File: src/hw/rtl/sirc_pkg.sv
// shared types, constants and character helpers for the radix text core
// no dependencies
`timescale 1ns / 1ps

package sirc_pkg;

   localparam int NUM_W      = 32;   // width of the input number
   localparam int MAX_DIGITS = 32;   // longest digit string (radix 2)
   localparam int DCNT_W     = 6;    // digit count, holds 0..MAX_DIGITS
   localparam int BCNT_W     = 5;    // bit counter of one division
   localparam int LEN_W      = 5;    // base_length register
   localparam int CHARS_W    = 64;   // one digit character register
   localparam int CHAR_W     = 8;
   localparam int CSR_IDX_W  = 2;

   // register indexes
   localparam logic [CSR_IDX_W-1:0] CSR_BASE_LENGTH = 2'd0;
   localparam logic [CSR_IDX_W-1:0] CSR_CHARS_LOW   = 2'd1;
   localparam logic [CSR_IDX_W-1:0] CSR_CHARS_HIGH  = 2'd2;

   // register reset values: ten digits "0123456789"
   localparam logic [LEN_W-1:0]   RST_BASE_LENGTH = 5'd10;
   localparam logic [CHARS_W-1:0] RST_CHARS_LOW   = 64'h3736_3534_3332_3130;
   localparam logic [CHARS_W-1:0] RST_CHARS_HIGH  = 64'h0000_0000_0000_3938;

   // characters that may not appear among the digits
   localparam logic [CHAR_W-1:0] CHAR_NUL   = 8'h00;
   localparam logic [CHAR_W-1:0] CHAR_TAB   = 8'h09;
   localparam logic [CHAR_W-1:0] CHAR_LF    = 8'h0A;
   localparam logic [CHAR_W-1:0] CHAR_VT    = 8'h0B;
   localparam logic [CHAR_W-1:0] CHAR_FF    = 8'h0C;
   localparam logic [CHAR_W-1:0] CHAR_CR    = 8'h0D;
   localparam logic [CHAR_W-1:0] CHAR_SPACE = 8'h20;
   localparam logic [CHAR_W-1:0] CHAR_PLUS  = 8'h2B;
   localparam logic [CHAR_W-1:0] CHAR_MINUS = 8'h2D;

   typedef enum logic [2:0] {
      ST_IDLE,
      ST_CHECK,
      ST_DIVIDE,
      ST_SIGN,
      ST_EMIT
   } state_type;

   // digit character at position idx of the 16-entry table
   function automatic logic [CHAR_W-1:0] digit_char(input logic [3:0] idx,
                                                    input logic [CHARS_W-1:0] lo,
                                                    input logic [CHARS_W-1:0] hi);
      logic [CHARS_W-1:0] w;
      w = idx[3] ? hi : lo;
      return w[{idx[2:0], 3'b000} +: CHAR_W];
   endfunction

   function automatic logic forbidden_char(input logic [CHAR_W-1:0] c);
      return c inside {CHAR_NUL, CHAR_TAB, CHAR_LF, CHAR_VT, CHAR_FF, CHAR_CR,
                       CHAR_SPACE, CHAR_PLUS, CHAR_MINUS};
   endfunction

endpackage

File: src/hw/rtl/signed_int_to_radix_chars_core.sv
// sequence: accept, then a check of each digit in the table, then a bit-serial
// restoring division per digit, then the text goes out a character at a time, sign first
// intake: one number at a time, a new one only once the core is back to idle
// reset: synchronous, active high; clears control, output valid and loads the
// registers with a ten digit base "0123456789"
`timescale 1ns / 1ps

module signed_int_to_radix_chars_core #(
   parameter int MAX_RADIX = 16
) (
   input  logic                                 clock,
   input  logic                                 reset,
   // input channel
   input  logic                                 req_valid,
   output logic                                 req_stall,
   input  logic signed [sirc_pkg::NUM_W-1:0]    req_number,
   // result channel
   output logic                                 rsp_valid,
   input  logic                                 rsp_stall,
   output logic [sirc_pkg::CHAR_W-1:0]          rsp_out_char,
   output logic                                 rsp_last,
   // register write channel
   input  logic                                 csr_valid,
   output logic                                 csr_ready,
   input  logic [sirc_pkg::CSR_IDX_W-1:0]       csr_index,
   input  logic [sirc_pkg::CHARS_W-1:0]         csr_wdata
);

   // digit index width, also the width of a remainder
   localparam int DIGIT_W = $clog2(MAX_RADIX);
   localparam int NUM_W   = sirc_pkg::NUM_W;

   // configuration registers
   logic [sirc_pkg::LEN_W-1:0]   base_len_ff;
   logic [sirc_pkg::CHARS_W-1:0] chars_lo_ff;
   logic [sirc_pkg::CHARS_W-1:0] chars_hi_ff;

   // control
   sirc_pkg::state_type state_ff, state_in;

   // datapath
   logic                        neg_ff, neg_in;
   logic [NUM_W-1:0]            quo_ff, quo_in;          // dividend in, quotient out
   logic [DIGIT_W-1:0]          rem_ff, rem_in;
   logic [sirc_pkg::BCNT_W-1:0] bit_cnt_ff, bit_cnt_in;
   logic [DIGIT_W-1:0]          chk_idx_ff, chk_idx_in;
   logic [sirc_pkg::DCNT_W-1:0] ndig_ff, ndig_in;
   logic [DIGIT_W-1:0]          stack_ff [sirc_pkg::MAX_DIGITS];
   logic [DIGIT_W-1:0]          stack_in [sirc_pkg::MAX_DIGITS];

   // output register
   logic                        rsp_valid_ff, rsp_valid_in;
   logic [sirc_pkg::CHAR_W-1:0] rsp_char_ff, rsp_char_in;
   logic                        rsp_last_ff, rsp_last_in;

   // strobes
   logic req_fire;
   logic out_free;
   logic load_sign;
   logic load_digit;
   logic chk_step;
   logic div_step;

   // check results
   logic [sirc_pkg::CHAR_W-1:0] chk_char;
   logic                        len_bad;
   logic                        chk_dup;
   logic                        chk_bad;
   logic                        chk_last;

   // division step results
   logic [DIGIT_W:0]            div_trial;
   logic                        div_ge;
   logic [DIGIT_W-1:0]          div_rem;
   logic [NUM_W-1:0]            div_quo;
   logic                        div_end;     // last bit of one division
   logic                        div_finish;  // last digit produced

   assign csr_ready = 1'b1;

   assign req_fire = req_valid && !req_stall;
   assign out_free = !rsp_valid_ff || !rsp_stall;

   // --- digit table check: one digit per cycle against all later digits ---
   assign chk_char = sirc_pkg::digit_char(4'(chk_idx_ff), chars_lo_ff, chars_hi_ff);
   assign len_bad  = (base_len_ff < 5'd2) ||
                     (base_len_ff > sirc_pkg::LEN_W'(MAX_RADIX));

   always_comb begin
      chk_dup = 1'b0;
      for (int j = 0; j < MAX_RADIX; j++) begin
         if ((sirc_pkg::LEN_W'(j) > sirc_pkg::LEN_W'(chk_idx_ff)) &&
             (sirc_pkg::LEN_W'(j) < base_len_ff) &&
             (sirc_pkg::digit_char(4'(j), chars_lo_ff, chars_hi_ff) == chk_char)) begin
            chk_dup = 1'b1;
         end
      end
   end

   assign chk_bad  = len_bad || sirc_pkg::forbidden_char(chk_char) || chk_dup;
   assign chk_last = (sirc_pkg::LEN_W'(chk_idx_ff) == (base_len_ff - 5'd1));

   // --- restoring division, one quotient bit per cycle ---
   // remainder stays below the radix, so the trial value fits DIGIT_W+1 bits
   assign div_trial  = {rem_ff, quo_ff[NUM_W-1]};
   assign div_ge     = sirc_pkg::LEN_W'(div_trial) >= base_len_ff;
   assign div_rem    = div_ge ? DIGIT_W'(sirc_pkg::LEN_W'(div_trial) - base_len_ff)
                              : div_trial[DIGIT_W-1:0];
   assign div_quo    = {quo_ff[NUM_W-2:0], div_ge};
   assign div_end    = (bit_cnt_ff == sirc_pkg::BCNT_W'(NUM_W - 1));
   assign div_finish = div_end &&
                       ((div_quo == '0) ||
                        (ndig_ff == sirc_pkg::DCNT_W'(sirc_pkg::MAX_DIGITS - 1)));

   // --- next state ---
   always_comb begin
      state_in = state_ff;
      case (state_ff)
         sirc_pkg::ST_IDLE: begin
            if (req_fire) state_in = sirc_pkg::ST_CHECK;
         end
         sirc_pkg::ST_CHECK: begin
            if (chk_bad) state_in = sirc_pkg::ST_IDLE;       // invalid base: no text
            else if (chk_last) state_in = sirc_pkg::ST_DIVIDE;
         end
         sirc_pkg::ST_DIVIDE: begin
            if (div_finish) state_in = neg_ff ? sirc_pkg::ST_SIGN : sirc_pkg::ST_EMIT;
         end
         sirc_pkg::ST_SIGN: begin
            if (out_free) state_in = sirc_pkg::ST_EMIT;
         end
         sirc_pkg::ST_EMIT: begin
            if (out_free && (ndig_ff == sirc_pkg::DCNT_W'(1))) state_in = sirc_pkg::ST_IDLE;
         end
         default: state_in = sirc_pkg::ST_IDLE;
      endcase
   end

   // --- state outputs ---
   always_comb begin
      req_stall  = 1'b1;
      chk_step   = 1'b0;
      div_step   = 1'b0;
      load_sign  = 1'b0;
      load_digit = 1'b0;
      case (state_ff)
         sirc_pkg::ST_IDLE:   req_stall  = 1'b0;
         sirc_pkg::ST_CHECK:  chk_step   = 1'b1;
         sirc_pkg::ST_DIVIDE: div_step   = 1'b1;
         sirc_pkg::ST_SIGN:   load_sign  = out_free;
         sirc_pkg::ST_EMIT:   load_digit = out_free;
         default:             req_stall  = 1'b1;
      endcase
   end

   // --- datapath next values ---
   always_comb begin
      neg_in      = neg_ff;
      quo_in      = quo_ff;
      rem_in      = rem_ff;
      bit_cnt_in  = bit_cnt_ff;
      chk_idx_in  = chk_idx_ff;
      ndig_in     = ndig_ff;
      stack_in    = stack_ff;

      if (req_fire) begin
         // magnitude as unsigned, so the most negative value converts too
         neg_in     = req_number[NUM_W-1];
         quo_in     = req_number[NUM_W-1] ? (NUM_W'(0) - NUM_W'(req_number))
                                          : NUM_W'(req_number);
         rem_in     = '0;
         bit_cnt_in = '0;
         chk_idx_in = '0;
         ndig_in    = '0;
      end

      if (chk_step) chk_idx_in = chk_idx_ff + DIGIT_W'(1);

      if (div_step) begin
         quo_in     = div_quo;
         bit_cnt_in = bit_cnt_ff + sirc_pkg::BCNT_W'(1);
         rem_in     = div_rem;
         if (div_end) begin
            // push the new digit; the lowest digit ends up deepest
            rem_in      = '0;
            ndig_in     = ndig_ff + sirc_pkg::DCNT_W'(1);
            stack_in[0] = div_rem;
            for (int k = 1; k < sirc_pkg::MAX_DIGITS; k++) stack_in[k] = stack_ff[k-1];
         end
      end

      if (load_digit) begin
         // pop toward the top
         ndig_in = ndig_ff - sirc_pkg::DCNT_W'(1);
         for (int k = 0; k < sirc_pkg::MAX_DIGITS - 1; k++) stack_in[k] = stack_ff[k+1];
         stack_in[sirc_pkg::MAX_DIGITS-1] = '0;
      end
   end

   // --- output register ---
   always_comb begin
      rsp_valid_in = rsp_valid_ff && rsp_stall;
      rsp_char_in  = rsp_char_ff;
      rsp_last_in  = rsp_last_ff;
      if (load_sign) begin
         rsp_valid_in = 1'b1;
         rsp_char_in  = sirc_pkg::CHAR_MINUS;
         rsp_last_in  = 1'b0;
      end else if (load_digit) begin
         rsp_valid_in = 1'b1;
         rsp_char_in  = sirc_pkg::digit_char(4'(stack_ff[0]), chars_lo_ff, chars_hi_ff);
         rsp_last_in  = (ndig_ff == sirc_pkg::DCNT_W'(1));
      end
   end

   // control and configuration registers
   always_ff @(posedge clock) begin
      if (reset) begin
         state_ff     <= sirc_pkg::ST_IDLE;
         rsp_valid_ff <= 1'b0;
         base_len_ff  <= sirc_pkg::RST_BASE_LENGTH;
         chars_lo_ff  <= sirc_pkg::RST_CHARS_LOW;
         chars_hi_ff  <= sirc_pkg::RST_CHARS_HIGH;
      end else begin
         state_ff     <= state_in;
         rsp_valid_ff <= rsp_valid_in;
         if (csr_valid && csr_ready) begin
            case (csr_index)
               sirc_pkg::CSR_BASE_LENGTH: base_len_ff <= csr_wdata[sirc_pkg::LEN_W-1:0];
               sirc_pkg::CSR_CHARS_LOW:   chars_lo_ff <= csr_wdata;
               sirc_pkg::CSR_CHARS_HIGH:  chars_hi_ff <= csr_wdata;
               default: ;   // unused index, write dropped
            endcase
         end
      end
   end

   // payload registers
   always_ff @(posedge clock) begin
      neg_ff      <= neg_in;
      quo_ff      <= quo_in;
      rem_ff      <= rem_in;
      bit_cnt_ff  <= bit_cnt_in;
      chk_idx_ff  <= chk_idx_in;
      ndig_ff     <= ndig_in;
      stack_ff    <= stack_in;
      rsp_char_ff <= rsp_char_in;
      rsp_last_ff <= rsp_last_in;
   end

   assign rsp_valid    = rsp_valid_ff;
   assign rsp_out_char = rsp_char_ff;
   assign rsp_last     = rsp_last_ff;

endmodule

File: config.mk
export PLATFORM = sky130hd
export DESIGN_NAME = signed_int_to_radix_chars_core
export DESIGN_NICKNAME = d
export VERILOG_FILES = /design/src/hw/rtl/sirc_pkg.sv /design/src/hw/rtl/signed_int_to_radix_chars_core.sv
export SDC_FILE = /design/constraint.sdc
export NUM_CORES = 1
export LEC_CHECK = 0
export ABC_AREA = 0
export BUFFER_PORTS_ARGS = -buffer_cell sky130_fd_sc_hd__buf_2
export CAP_MARGIN = 20
export CORE_AREA = 2 2 235 145
export DETAILED_ROUTE_END_ITERATION = 10
export DIE_AREA = 0 0 237 147
export PLACE_DENSITY = 0.82
export REMOVE_ABC_BUFFERS = 1
export SKIP_CTS_REPAIR_TIMING = 1
export SLEW_MARGIN = 20
export SYNTH_ARGS = -nofsm -noshare
export SYNTH_HDL_FRONTEND = slang
export SYNTH_SLANG_ARGS = --single-unit
File: constraint.sdc
create_clock -name clock -period 8.6 [get_ports clock]
set_input_delay 1.29 -clock clock [delete_from_list [all_inputs] [get_ports clock]]
set_output_delay 1.29 -clock clock [all_outputs]
set_load 0.02 [all_outputs]
# == Word-level counts from Yosys, hierarchy flattened ==
# Index checks and enable logic that the tools add are counted.
# classes
muxes,49
n_eq_ne,38
n_addsub,7
shifts,2
reduce_logical,56
magnitude_cmp,33
# ops
op,n
$mux 128,3
$mux 64,2
$shiftx 64x7->8,2
$eq 8x8->1,15
$mux 32,3
$eq 8x4->1 const B,5
$lt 4x5->1 const A,8
$logic_and 1x1->1,34
$gt 4x4->1 const A,8
$logic_not 32->1,1
$sub 1x32->32 const A,1
$eq 8x6->1 const B,3
$mux 6,4
$mux 1,22
$mux 3,7
$lt 3x5->1 const A,4
$mux 4,5
$gt 3x4->1 const A,4
$pmux 3 s5,1
$lt 2x5->1 const A,2
$mux 5,2
$reduce_and 2->1,5
$reduce_bool 9->1,1
$gt 2x4->1 const A,2
29 further kinds,41
# totals
reg_bits,326
output_inout_bits,12

# == Longest topological paths before layout ==
# Gate-level depths: netlist of run 1.
# depth
word_depth,22
ltp_mapped,16
mapped_depth_nobuf,12

# == Worst setup path before layout of run 1 ==
# Ideal clock, no wire load.
# synth_timing
kind,input -> register
startpoint,input port rsp_stall
endpoint,"register stack_ff[100] in the netlist's numbering, enable pin"
required_ns,8.123
t_arrival_ns,4.300
cell_stages,3
slack_ns,3.823
cell_sequence,a21oi_1 -> nor2_1 -> inv_1
# synth_via
elab_chain_len,5
elab_cells_between_ends,6
classes_between,mux: 1; reduce/logical: 5
# synth_lines
element,line,text
"start, declared",signed_int_to_radix_chars_core.sv:19,"input logic rsp_stall,"
$logic_not 1->1 *,signed_int_to_radix_chars_core.sv:82,assign out_free = !rsp_valid_ff || !rsp_stall;
$logic_or 1x1->1 *,signed_int_to_radix_chars_core.sv:82,
$mux 1 *,signed_int_to_radix_chars_core.sv:146,case (state_ff)
$reduce_bool 2->1 (no source line),n/a,
$reduce_and 2->1 (no source line) *,n/a,
"end signal, assigned",signed_int_to_radix_chars_core.sv:246,stack_ff <= stack_in;
"end, declared",signed_int_to_radix_chars_core.sv:48,logic [DIGIT_W-1:0] stack_ff [sirc_pkg::MAX_DIGITS];
# Mark *: on every way between the ends. The rest lies on a longest branch, timed or not.
# A chain may end at the register's enable or synchronous reset.

# == Worst setup path in the final report of run 1 ==
# layout_timing
startpoint,register chk_idx_ff[3]
endpoint,register state_ff[1]
# layout_via
elab_chain_len,22
elab_cells_between_ends,94
classes_between,order compare: 15; eq/ne: 25; shift: 1; mux: 18; reduce/logical: 35
# layout_lines
element,line,text
"start, declared",signed_int_to_radix_chars_core.sv:46,"logic [DIGIT_W-1:0] chk_idx_ff, chk_idx_in;"
"start signal, assigned",signed_int_to_radix_chars_core.sv:244,chk_idx_ff <= chk_idx_in;
$mux 64,sirc_pkg.sv:50,w = idx[3] ? hi : lo;
$shiftx 64x7->8,sirc_pkg.sv:51,"return w[{idx[2:0], 3'b000} +: CHAR_W];"
$eq 8x8->1,signed_int_to_radix_chars_core.sv:94,"(sirc_pkg::digit_char(4'(j), chars_lo_ff, chars_hi_ff) == chk_char)) begin"
$logic_and 1x1->1,signed_int_to_radix_chars_core.sv:93,(sirc_pkg::LEN_W'(j) < base_len_ff) &&
$mux 1 (15 in a row),signed_int_to_radix_chars_core.sv:92,if ((sirc_pkg::LEN_W'(j) > sirc_pkg::LEN_W'(chk_idx_ff)) &&
$logic_or 1x1->1,signed_int_to_radix_chars_core.sv:100,assign chk_bad = len_bad || sirc_pkg::forbidden_char(chk_char) || chk_dup;
$ne 3x3->1 (no source line) / $mux 3 (equally long branches),n/a,
$reduce_and 5->1 (no source line) / $pmux 3 s5 (equally long branches),n/a,
"end signal, assigned",signed_int_to_radix_chars_core.sv:219,state_ff <= sirc_pkg::ST_IDLE;
"end signal, assigned",signed_int_to_radix_chars_core.sv:225,state_ff <= state_in;
"end, declared",signed_int_to_radix_chars_core.sv:39,"sirc_pkg::state_type state_ff, state_in;"
# Parallel ways exist; a longest one is shown, timed or not.

==> results_dict.tcl, run 1 <==
set metrics [dict create \
    crit_family "compound AO/OA/AOI/OAI gates" \
    ir_drop_mv 0.1780 \
    cts_root_buffer "clkbuf_16" \
    final_cells 2218 \
    crit_required_ns 9.09 \
    synthCells 1725 \
    placed_area_sq_um 18400 \
    synthTopCellsByArea "edfxtp_1 (29%), dfxtp_1 (18%), nand2_1 (7.5%)" \
    grt_max_degree 110 \
    holdWs_ns 0.4665 \
    nets 1882 \
    placed_cells 2161 \
    vias_per_cell 6.504 \
    ys_warn_count 0 \
    maxCapViolations 0 \
    layout_setup_ws_ns 4.039 \
    worstHoldPathType "reg -> reg" \
    critPathKind "reg -> reg" \
    power.density_nw_per_um2 282.0 \
    synth_commonest_cells "nand2_1 (356), edfxtp_1 (170), dfxtp_1 (156), a22o_1 (126), a21oi_1 (120)" \
    cp_slowest_stage_delay_ns 0.93 \
    grt_use_total_pct 29.05 \
    clock_skew_ns 0.01212 \
    cts_sinks 326 \
    clockBufferDepth 3 \
    cts_tree "built" \
    crit_path_start_kind "flip-flop" \
    core_area_sq_um 32860 \
    fin_crit_ns 4.561 \
    post-place-ws_ns 4.185 \
    clk_pin_slew_worst_paths_ns 0.07 \
    yosysSeqAreaShare_pct 46.44 \
    synth_area_leader_cell "edfxtp_1" \
    cp_max_fo 29 \
    hpwl_um 36320 \
    synth_edf_count 170 \
    drt-initial-drc-count 2004 \
    numCtsBuffers 30 \
    clock.fmax_mhz 219.2 \
    finalMaxSlewViolations 0 \
    crit_path_cell_trace "buf_4, mux2i_1, o22ai_1, a221o_1, xor2_1, nor4_1, nand4_1, o2111ai_2, nor4_2, nand3_2, o21ai_2, a221oi_1" \
    grt_pass1_wl_um 78060 \
    clk_latency_ns 0.58 \
    hold_viol 0 \
    die_w_um 237 \
    wl_per_cell_um 23.08 \
    grt-ovfl-total 0 \
    rsz0062_at_grt "false" \
    setup-tns-final_ns 0 \
    port_buffers 113 \
    areaGrowthSynthToFinish_pct 9.194 \
    avgSynthCellArea_sq_um 10.27 \
    h-tree-depth 1 \
    final_core_util_pct 58.88 \
    rows 52 \
    wl_met1_um 22880 \
    grt_pass1_vias 13100 \
    synth_async_sr_flop_share_pct 0 \
    wirelength_um 51180 \
    setup_viol 0 \
    globalplace.congestion 1.092 \
    fill_cells 2678 \
    synth_seq_cells 326 \
    fp.dieArea_sq_um 34840 \
    synth_cell_type_count 88 \
    arrival_ns 5.05 \
    antenna_found_initial 3 \
    crit_buf_inv 1 \
    max_slew_margin_pct 29.48 \
    status "finished clean" \
    highest_layer "met4" \
    drc 0 \
    drtPass1Iterations 6 \
    drive_above_1_share_pct 15.75 \
    dr_wl_met3_um 6534 \
    yosys_most_used_dff "edfxtp_1" \
    cp-end-kind "flip-flop" \
    worst_path_max_delay_cell "edfxtp_1" \
    initial_core_util_pct 53.93 \
    p_leak_nw 6.962 \
    syn_area_sq_um 17720 \
    fin_area_sq_um 19350 \
    antenna_violating_nets_post_route 0 \
    met2_length_um 20640 \
    yosysTopAreaCellShare_pct 28.81 \
    tightest_slew_ns 1.058 \
    dieHeight_um 147 \
    totalPowerFinal_mw 5.456 \
    min_period_over_period_pct 53.04 \
    num_vias 14430 \
    ios 115 \
    yosysMostFrequentCell "nand2_1" \
]
-- path summary, 6_finish.rpt --
path                   start              end  slack, ns  cells after the start
min reg2reg  rsp_out_char[1]  rsp_out_char[1]       0.47                      2
max            chk_idx_ff[3]      state_ff[1]       4.04                     12
min          rsp_out_char[1]  rsp_out_char[1]       0.47                      2
max reg2reg    chk_idx_ff[3]      state_ff[1]       4.04                     12
-- power breakdown --
group          switching, mW  internal, mW  leakage [nW]
logic                   1.29         0.760          3.63
clock network          0.589         0.698         0.479
registers              0.194          1.92          2.86
-- area by class of cell --
| type | count | area (sq um) | area share (%) |
|---|---|---|---|
| Multi-Input combinational cell | 1242 | 8792 | 45.44 |
| Sequential cell | 326 | 8228 | 42.53 |
| Clock buffer | 42 | 860.8 | 4.449 |
| Timing Repair Buffer | 132 | 730.7 | 3.777 |
| Tap cell | 432 | 540.5 | 2.794 |
| Inverter | 29 | 111.4 | 0.5756 |
| Clock inverter | 13 | 78.83 | 0.4074 |
| Antenna cell | 2 | 5.005 | 0.02587 |
-- tightest hold or removal path, cell delays in order (launching register included) --
cell,delay (ns)
dfxtp_1,0.31
nand2_1,0.05
a21oi_1,0.06
-- layer usage --
layer  up-vias  global-route usage [%]
met3        88                   9.057
met5         -                       0
met2       862                   38.94
li1       6419                       -
met4         0                   6.709
met1      7056                   45.25
-- kinds of logic (layout without fill, tap and decap cells) --
family	count (synthesis)	count (layout)	share of synthesized area, %
XOR/XNOR	134	134	6.624
flip-flops	326	326	46.44
AND/OR/NAND/NOR	580	580	15.10
AO/OA/AOI/OAI	410	410	16.33
adder cells (fa/ha/maj)	18	18	1.313
other	1	3	0.02116
multiplexers	99	99	10.10
buffers and inverters	157	216	4.075
-- cell usage in the layout (no fill, tap or decap), types with 5 or more instances in the layout --
cell type	n
nor4_1	14
inv_1	31
or4_1	9
ha_1	17
a21oi_1	119
edfxtp_1	170
mux2_2	5
xor2_1	64
o31ai_1	12
xnor2_1	70
nand4_1	20
a21o_1	7
a31oi_1	7
mux4_2	58
o21ai_0	62
o22ai_1	13
nand2b_1	9
dfxtp_1	156
buf_2	112
o41ai_1	6
buf_4	19
mux2i_1	31
nand3_1	21
nand2_1	356
or2_2	5
nor2_1	51
clkinv_2	6
a22o_1	126
nor2b_1	5
a211o_1	6
o221ai_1	5
nor3_1	20
and2_1	8
nand3b_1	35
clkbuf_16	31
-- state kept, by name, summed over array words and instances, names as in the netlist, 3 cells and up --
signal	cells
bit_cnt_ff	5
chars_hi_ff	64
quo_ff	32
stack_ff	128
rem_ff	4
state_ff	3
ndig_ff	6
base_len_ff	5
rsp_out_char	8
chars_lo_ff	64
chk_idx_ff	4
No activity file was read; power rests on OpenSTA's default activity.
==> run 2: changes to the inputs <==
- ABC_AREA: 0 -> 1
- CORE_AREA: 2 2 235 145 -> 2 2 241 148
- DIE_AREA: 0 0 237 147 -> 0 0 243 150
- PLACE_DENSITY: 0.82 -> 0.84
- clock period: 8.6 -> 3.8 ns (I/O delays scaled with it)
==> results_dict.tcl, run 2 <==
set metrics [dict create \
    yosysTopAreaCellShare_pct 27.45 \
    worstHoldPathCells 3 \
    cp_common_cell "nand2_1" \
    ir_drop_mv 0.3980 \
    dr_wl_met3_um 9061 \
    multiInputGateArea_sq_um 8408 \
    port_buffers 113 \
    min_period_over_period_pct 92.63 \
    synth_cell_type_count 48 \
    cts_tree "built" \
    crit_buf_inv 3 \
    wirelength_um 60690 \
    drive_above_1_share_pct 9.793 \
    syn_area_sq_um 18600 \
    yosysMostFrequentCell "nand2_1" \
    rsz0062_at_grt "false" \
    crit_path_start_kind "flip-flop" \
    antenna_violating_nets_post_route 0 \
    tightest_slew_ns 1.043 \
    critPathKind "reg -> reg" \
    drtPass1Iterations 6 \
    post-place-ws_ns 0.5110 \
    globalplace.congestion 1.068 \
    areaGrowthSynthToFinish_pct 10.49 \
    hpwl_um 42530 \
    holdWs_ns 0.1898 \
    largest_register_ffs 128 \
    synth_seq_cells 326 \
    synthCells 2526 \
    p_int_mw 8.156 \
    synth_commonest_cells "nand2_1 (637), inv_1 (328), o21ai_0 (227), a21oi_1 (184), nand3_1 (173)" \
    h-tree-depth 1 \
    synth_area_leader_cell "edfxtp_1" \
    placed_cells 3015 \
    synth_edf_count 170 \
    fin_area_sq_um 20550 \
    largest-register "stack_ff" \
    combinationalPowerShare_pct 46.3 \
    clk_latency_ns 0.61 \
    met2_length_um 24270 \
    dieHeight_um 150 \
    p_switching_mw 6.697 \
    clockBufferDepth 3 \
    final_cells 3073 \
    maxCapViolations 0 \
    clock.fmax_mhz 284.1 \
    clock_power_share_pct 21.0 \
    fp.dieArea_sq_um 36450 \
    cp_slowest_stage_delay_ns 0.47 \
    synth_async_sr_flop_share_pct 0 \
    ys_warn_count 0 \
    setup-tns-final_ns 0 \
    yosys_most_used_dff "edfxtp_1" \
    crit_required_ns 4.30 \
    crit_path_cell_trace "buf_4, nor2_2, nand2_1, nand3_1, nand2_1, nand2_1, inv_2, nand2_4, inv_1, nand2_1, nand2_1, nand2_1, nor2_1, nand3_1, nand2_1, nor2_1, nand2_1, nor2_2, nand2_2, a21oi_1, nor2_1" \
    arrival_ns 4.02 \
    die_w_um 243 \
    wl_per_cell_um 19.75 \
    setup_viol 0 \
    fin_crit_ns 3.520 \
    p_seq_share_pct 32.6 \
    ios 115 \
    totalPowerFinal_mw 14.85 \
    final_cell_mix "nand2_1 (636), inv_1 (324), o21ai_0 (227)" \
    netSwitchingFraction_pct 45.09 \
    clock_skew_ns 0.02639 \
    cts_sinks 326 \
    initial_core_util_pct 54.15 \
    grt-ovfl-total 0 \
    power.density_nw_per_um2 722.7 \
    reg2reg_depth 21 \
    final_common_cell "nand2_1" \
    antenna_found_initial 3 \
    cp.depth 21 \
    num_vias 18280 \
    placed_area_sq_um 19550 \
    status "finished clean" \
    grt_pass1_wl_um 91540 \
    wl_met1_um 25830 \
    finalMaxSlewViolations 0 \
    drc 0 \
    core_area_sq_um 34350 \
    drt-initial-drc-count 2562 \
    highest_layer "met5" \
    hold_viol 0 \
    worstHoldPathType "in -> reg" \
    cts_root_buffer "clkbuf_16" \
    reg_top3 "stack_ff x128, chars_hi_ff x64, chars_lo_ff x64" \
    worst_path_max_delay_cell "edfxtp_1" \
    grt_use_total_pct 32.19 \
    max_slew_margin_pct 30.46 \
    layout_setup_ws_ns 0.2801 \
    nets 2701 \
    cp_max_fo 19 \
    cp-end-kind "flip-flop" \
    rows 53 \
    grt_max_degree 111 \
    clk_pin_slew_worst_paths_ns 0.08 \
    seq_area_sq_um 8228 \
    final_core_util_pct 59.83 \
    yosysSeqAreaShare_pct 44.24 \
    p_leak_nw 8.993 \
    numCtsBuffers 30 \
    fill_cells 3148 \
    avgSynthCellArea_sq_um 7.364 \
    grt_pass1_vias 16310 \
    vias_per_cell 5.948 \
    crit_family "simple AND/OR/NAND/NOR gates" \
    synthTopCellsByArea "edfxtp_1 (27%), dfxtp_1 (17%), nand2_1 (13%)" \
]
[run 2: cell type report]
| cell class | count | area share, % |
|---|---|---|
| clock buffer | 40 | 4.036 |
| inverter | 343 | 6.307 |
| sequential | 326 | 40.03 |
| antenna | 2 | 0.02435 |
| tap | 467 | 2.843 |
| clock inverter | 16 | 0.8280 |
| multi-input combinational | 1714 | 40.91 |
| timing repair buffer | 165 | 5.016 |
[run 2: power by group through the flow]
stage	Clock, mW	Sequential (mW)	Combinational, mW
2_1_floorplan	0	5.02	3.94
3_3_place_gp	0	4.87	6.42
3_5_place_dp	0	4.90	6.50
4_1_cts	3.13	4.83	6.54
5_1_grt	3.27	4.90	7.34
6_report	3.12	4.85	6.88
[run 2: per-layer routing]
| layer | GRT usage, % | vias to the layer above |
|---|---|---|
| met5 | 0.8021 | - |
| met4 | 8.190 | 2 |
| met3 | 12.37 | 137 |
| met2 | 44.56 | 1138 |
| met1 | 46.57 | 8467 |
| li1 | - | 8533 |
[run 2: cell families (layout without fill, tap and decap cells)]
group,after synthesis,in the layout,synth area share (%)
AO/OA/AOI/OAI,617,617,18.48
XOR/XNOR,53,53,2.496
adder cells (fa/ha/maj),18,18,1.251
buffers and inverters,486,564,10.66
flip-flops,326,326,44.24
multiplexers,1,1,0.05382
other,1,3,0.02016
AND/OR/NAND/NOR,1024,1024,22.81
[run 2: worst paths after layout]
kind,startpoint,end,slack [ns]
hold / removal,csr_wdata[44],chars_lo_ff[44],0.19
setup / recovery,chk_idx_ff[3],state_ff[0],0.28
setup reg to reg,chk_idx_ff[3],state_ff[0],0.28
hold reg to reg,rsp_last,rsp_last,0.47
[run 2: tightest hold or removal path: cells and delay by family]
kind	cells	cell delay, ns
buffers and inverters	1	0.08
AO/OA/AOI/OAI	1	0.07
AND/OR/NAND/NOR	1	0.05
==> run 3: changes to the inputs <==
- ABC_AREA: 1 -> default
- CORE_AREA: 2 2 241 148 -> 2 2 235 145
- DIE_AREA: 0 0 243 150 -> 0 0 237 147
==> results_dict.tcl, run 3 (synthesis results as in run 1) <==
set metrics [dict create \
    fill_cells 2594 \
    dieHeight_um 147 \
    clock_skew_ns 0.02799 \
    ios 115 \
    cts_tree "built" \
    crit_path_cell_trace "buf_4, buf_4, buf_4, mux4_2, mux2_2, a22oi_1, mux2i_1, or4_1, nor3_1, nor4_2, nand3_2, o21ai_2, a221oi_1" \
    fin_area_sq_um 19830 \
    final_cells 2273 \
    crit_buf_inv 3 \
    largest_register_ffs 128 \
    min_period_over_period_pct 96.47 \
    hold_viol 0 \
    final_core_util_pct 60.35 \
    placed_area_sq_um 18800 \
    drc 0 \
    min-delay-start "csr_wdata[29]" \
    max_slew_margin_pct 32.43 \
    nets 1935 \
    p_switching_mw 4.880 \
    hpwl_um 38230 \
    p_int_mw 8.140 \
    crit_required_ns 4.28 \
    r2r_start "chk_idx_ff[0]" \
    largest-register "stack_ff" \
    grt-ovfl-total 0 \
    worstHoldPathCells 3 \
    cts_root_buffer "clkbuf_16" \
    critPathKind "reg -> reg" \
    critPathLaunch "chk_idx_ff[0]" \
    tightest_slew_ns 1.010 \
    cp_max_fo 15 \
    netSwitchingFraction_pct 37.48 \
    holdWs_ns 0.2210 \
    h-tree-depth 1 \
    initial_core_util_pct 53.93 \
    setup_viol 0 \
    p_seq_share_pct 36.9 \
    cp_common_cell "buf_4" \
    fp.dieArea_sq_um 34840 \
    vias_per_cell 6.488 \
    clock.fmax_mhz 272.8 \
    fin_crit_ns 3.666 \
    power.density_nw_per_um2 656.6 \
    drive_above_1_share_pct 17.96 \
    crit_path_start_kind "flip-flop" \
    core_area_sq_um 32860 \
    setup-tns-final_ns 0 \
    globalplace.congestion 1.128 \
    cts_sinks 326 \
    reg2reg_depth 13 \
    drtPass1Iterations 6 \
    grt_max_degree 120 \
    final_common_cell "nand2_1" \
    final_cell_mix "nand2_1 (355), edfxtp_1 (170), dfxtp_1 (156)" \
    cp-end-kind "flip-flop" \
    arrival_ns 4.15 \
    cp_slowest_stage_delay_ns 0.53 \
    status "finished clean" \
    ir_drop_mv 0.3493 \
    crit_family "simple AND/OR/NAND/NOR gates" \
    clock_power_share_pct 23.0 \
    wirelength_um 52920 \
    grt_pass1_wl_um 80770 \
    drt-initial-drc-count 1954 \
    p_leak_nw 7.226 \
    clk_latency_ns 0.58 \
    areaGrowthSynthToFinish_pct 11.92 \
    grt_use_total_pct 30.13 \
    worstHoldPathType "in -> reg" \
    ff2ff_setup_slack_ns 0.13 \
    whs_endpoint "chars_lo_ff[29]" \
    antenna_violating_nets_post_route 0 \
    clockBufferDepth 3 \
    wl_per_cell_um 23.28 \
    worst_path_max_delay_cell "mux4_2" \
    die_w_um 237 \
    numCtsBuffers 30 \
    rsz0062_at_grt "false" \
    placed_cells 2211 \
    clk_pin_slew_worst_paths_ns 0.08 \
    antenna_found_initial 2 \
    maxCapViolations 0 \
    rows 52 \
    num_vias 14750 \
    combinationalPowerShare_pct 40.1 \
    post-place-ws_ns 0.1311 \
    reg_top3 "stack_ff x128, chars_hi_ff x64, chars_lo_ff x64" \
    layout_setup_ws_ns 0.1341 \
    finalMaxSlewViolations 0 \
    totalPowerFinal_mw 13.02 \
    port_buffers 113 \
    grt_pass1_vias 13730 \
    r2r_end "state_ff[1]" \
]
-- run 3: changes by cell type in the layout (fill, tap and decap cells not counted), sizes merged, moves of 99 or more --
cell | before | now
inv | 339 | 31
nand2 | 654 | 358
o21ai | 233 | 65
nand3 | 173 | 23
a22o | 0 | 126
o22ai | 130 | 13
nor2 | 152 | 53
-- run 3: worst register-to-register path, delay by kind of cell, from the launching register on --
family                 cells  cell delay, ns
buffers and inverters      3            0.56
multiplexers               3            1.00
AO/OA/AOI/OAI              3            0.64
AND/OR/NAND/NOR            4            1.04
flip-flops                 1            0.33
-- run 3: how the worst max path moves through the flow --
stage                     to  slack (ns)  cells after the start
6_report         state_ff[1]        0.13                     13
5_1_grt          state_ff[1]       0.004                     13
4_1_cts          state_ff[1]        0.20                     15
3_5_place_dp      quo_ff[26]        0.13                     13
3_3_place_gp     state_ff[1]        0.15                     10
2_1_floorplan  stack_ff[100]       -5.80                      5
-- run 3: layout make-up --
cell class,instances,area (sq um),area share (%)
Clock buffer,50,929.6,4.688
Timing Repair Buffer,185,1162,5.862
Tap cell,432,540.5,2.726
Antenna cell,4,10.01,0.05048
Inverter,29,111.4,0.5615
Clock inverter,5,36.28,0.1830
Sequential cell,326,8228,41.49
Multi-Input combinational cell,1242,8812,44.44
-- run 3: power by group through the flow --
stage	clock (mW)	sequential [mW]	combinational (mW)
6_report	3.00	4.80	5.22
3_3_place_gp	0	4.81	4.84
5_1_grt	3.15	4.84	5.49
4_1_cts	3.02	4.78	4.96
3_5_place_dp	0	4.84	4.92
2_1_floorplan	0	4.95	2.97
-- run 3: layer usage --
layer / track usage (%) / vias up / part of all wire, %
met5: 1.377 / - / 0.12
met4: 7.595 / 2 / 2.6
met3: 10.97 / 101 / 14
met2: 40.38 / 951 / 40
met1: 45.51 / 7172 / 44
li1: - / 6522 / -
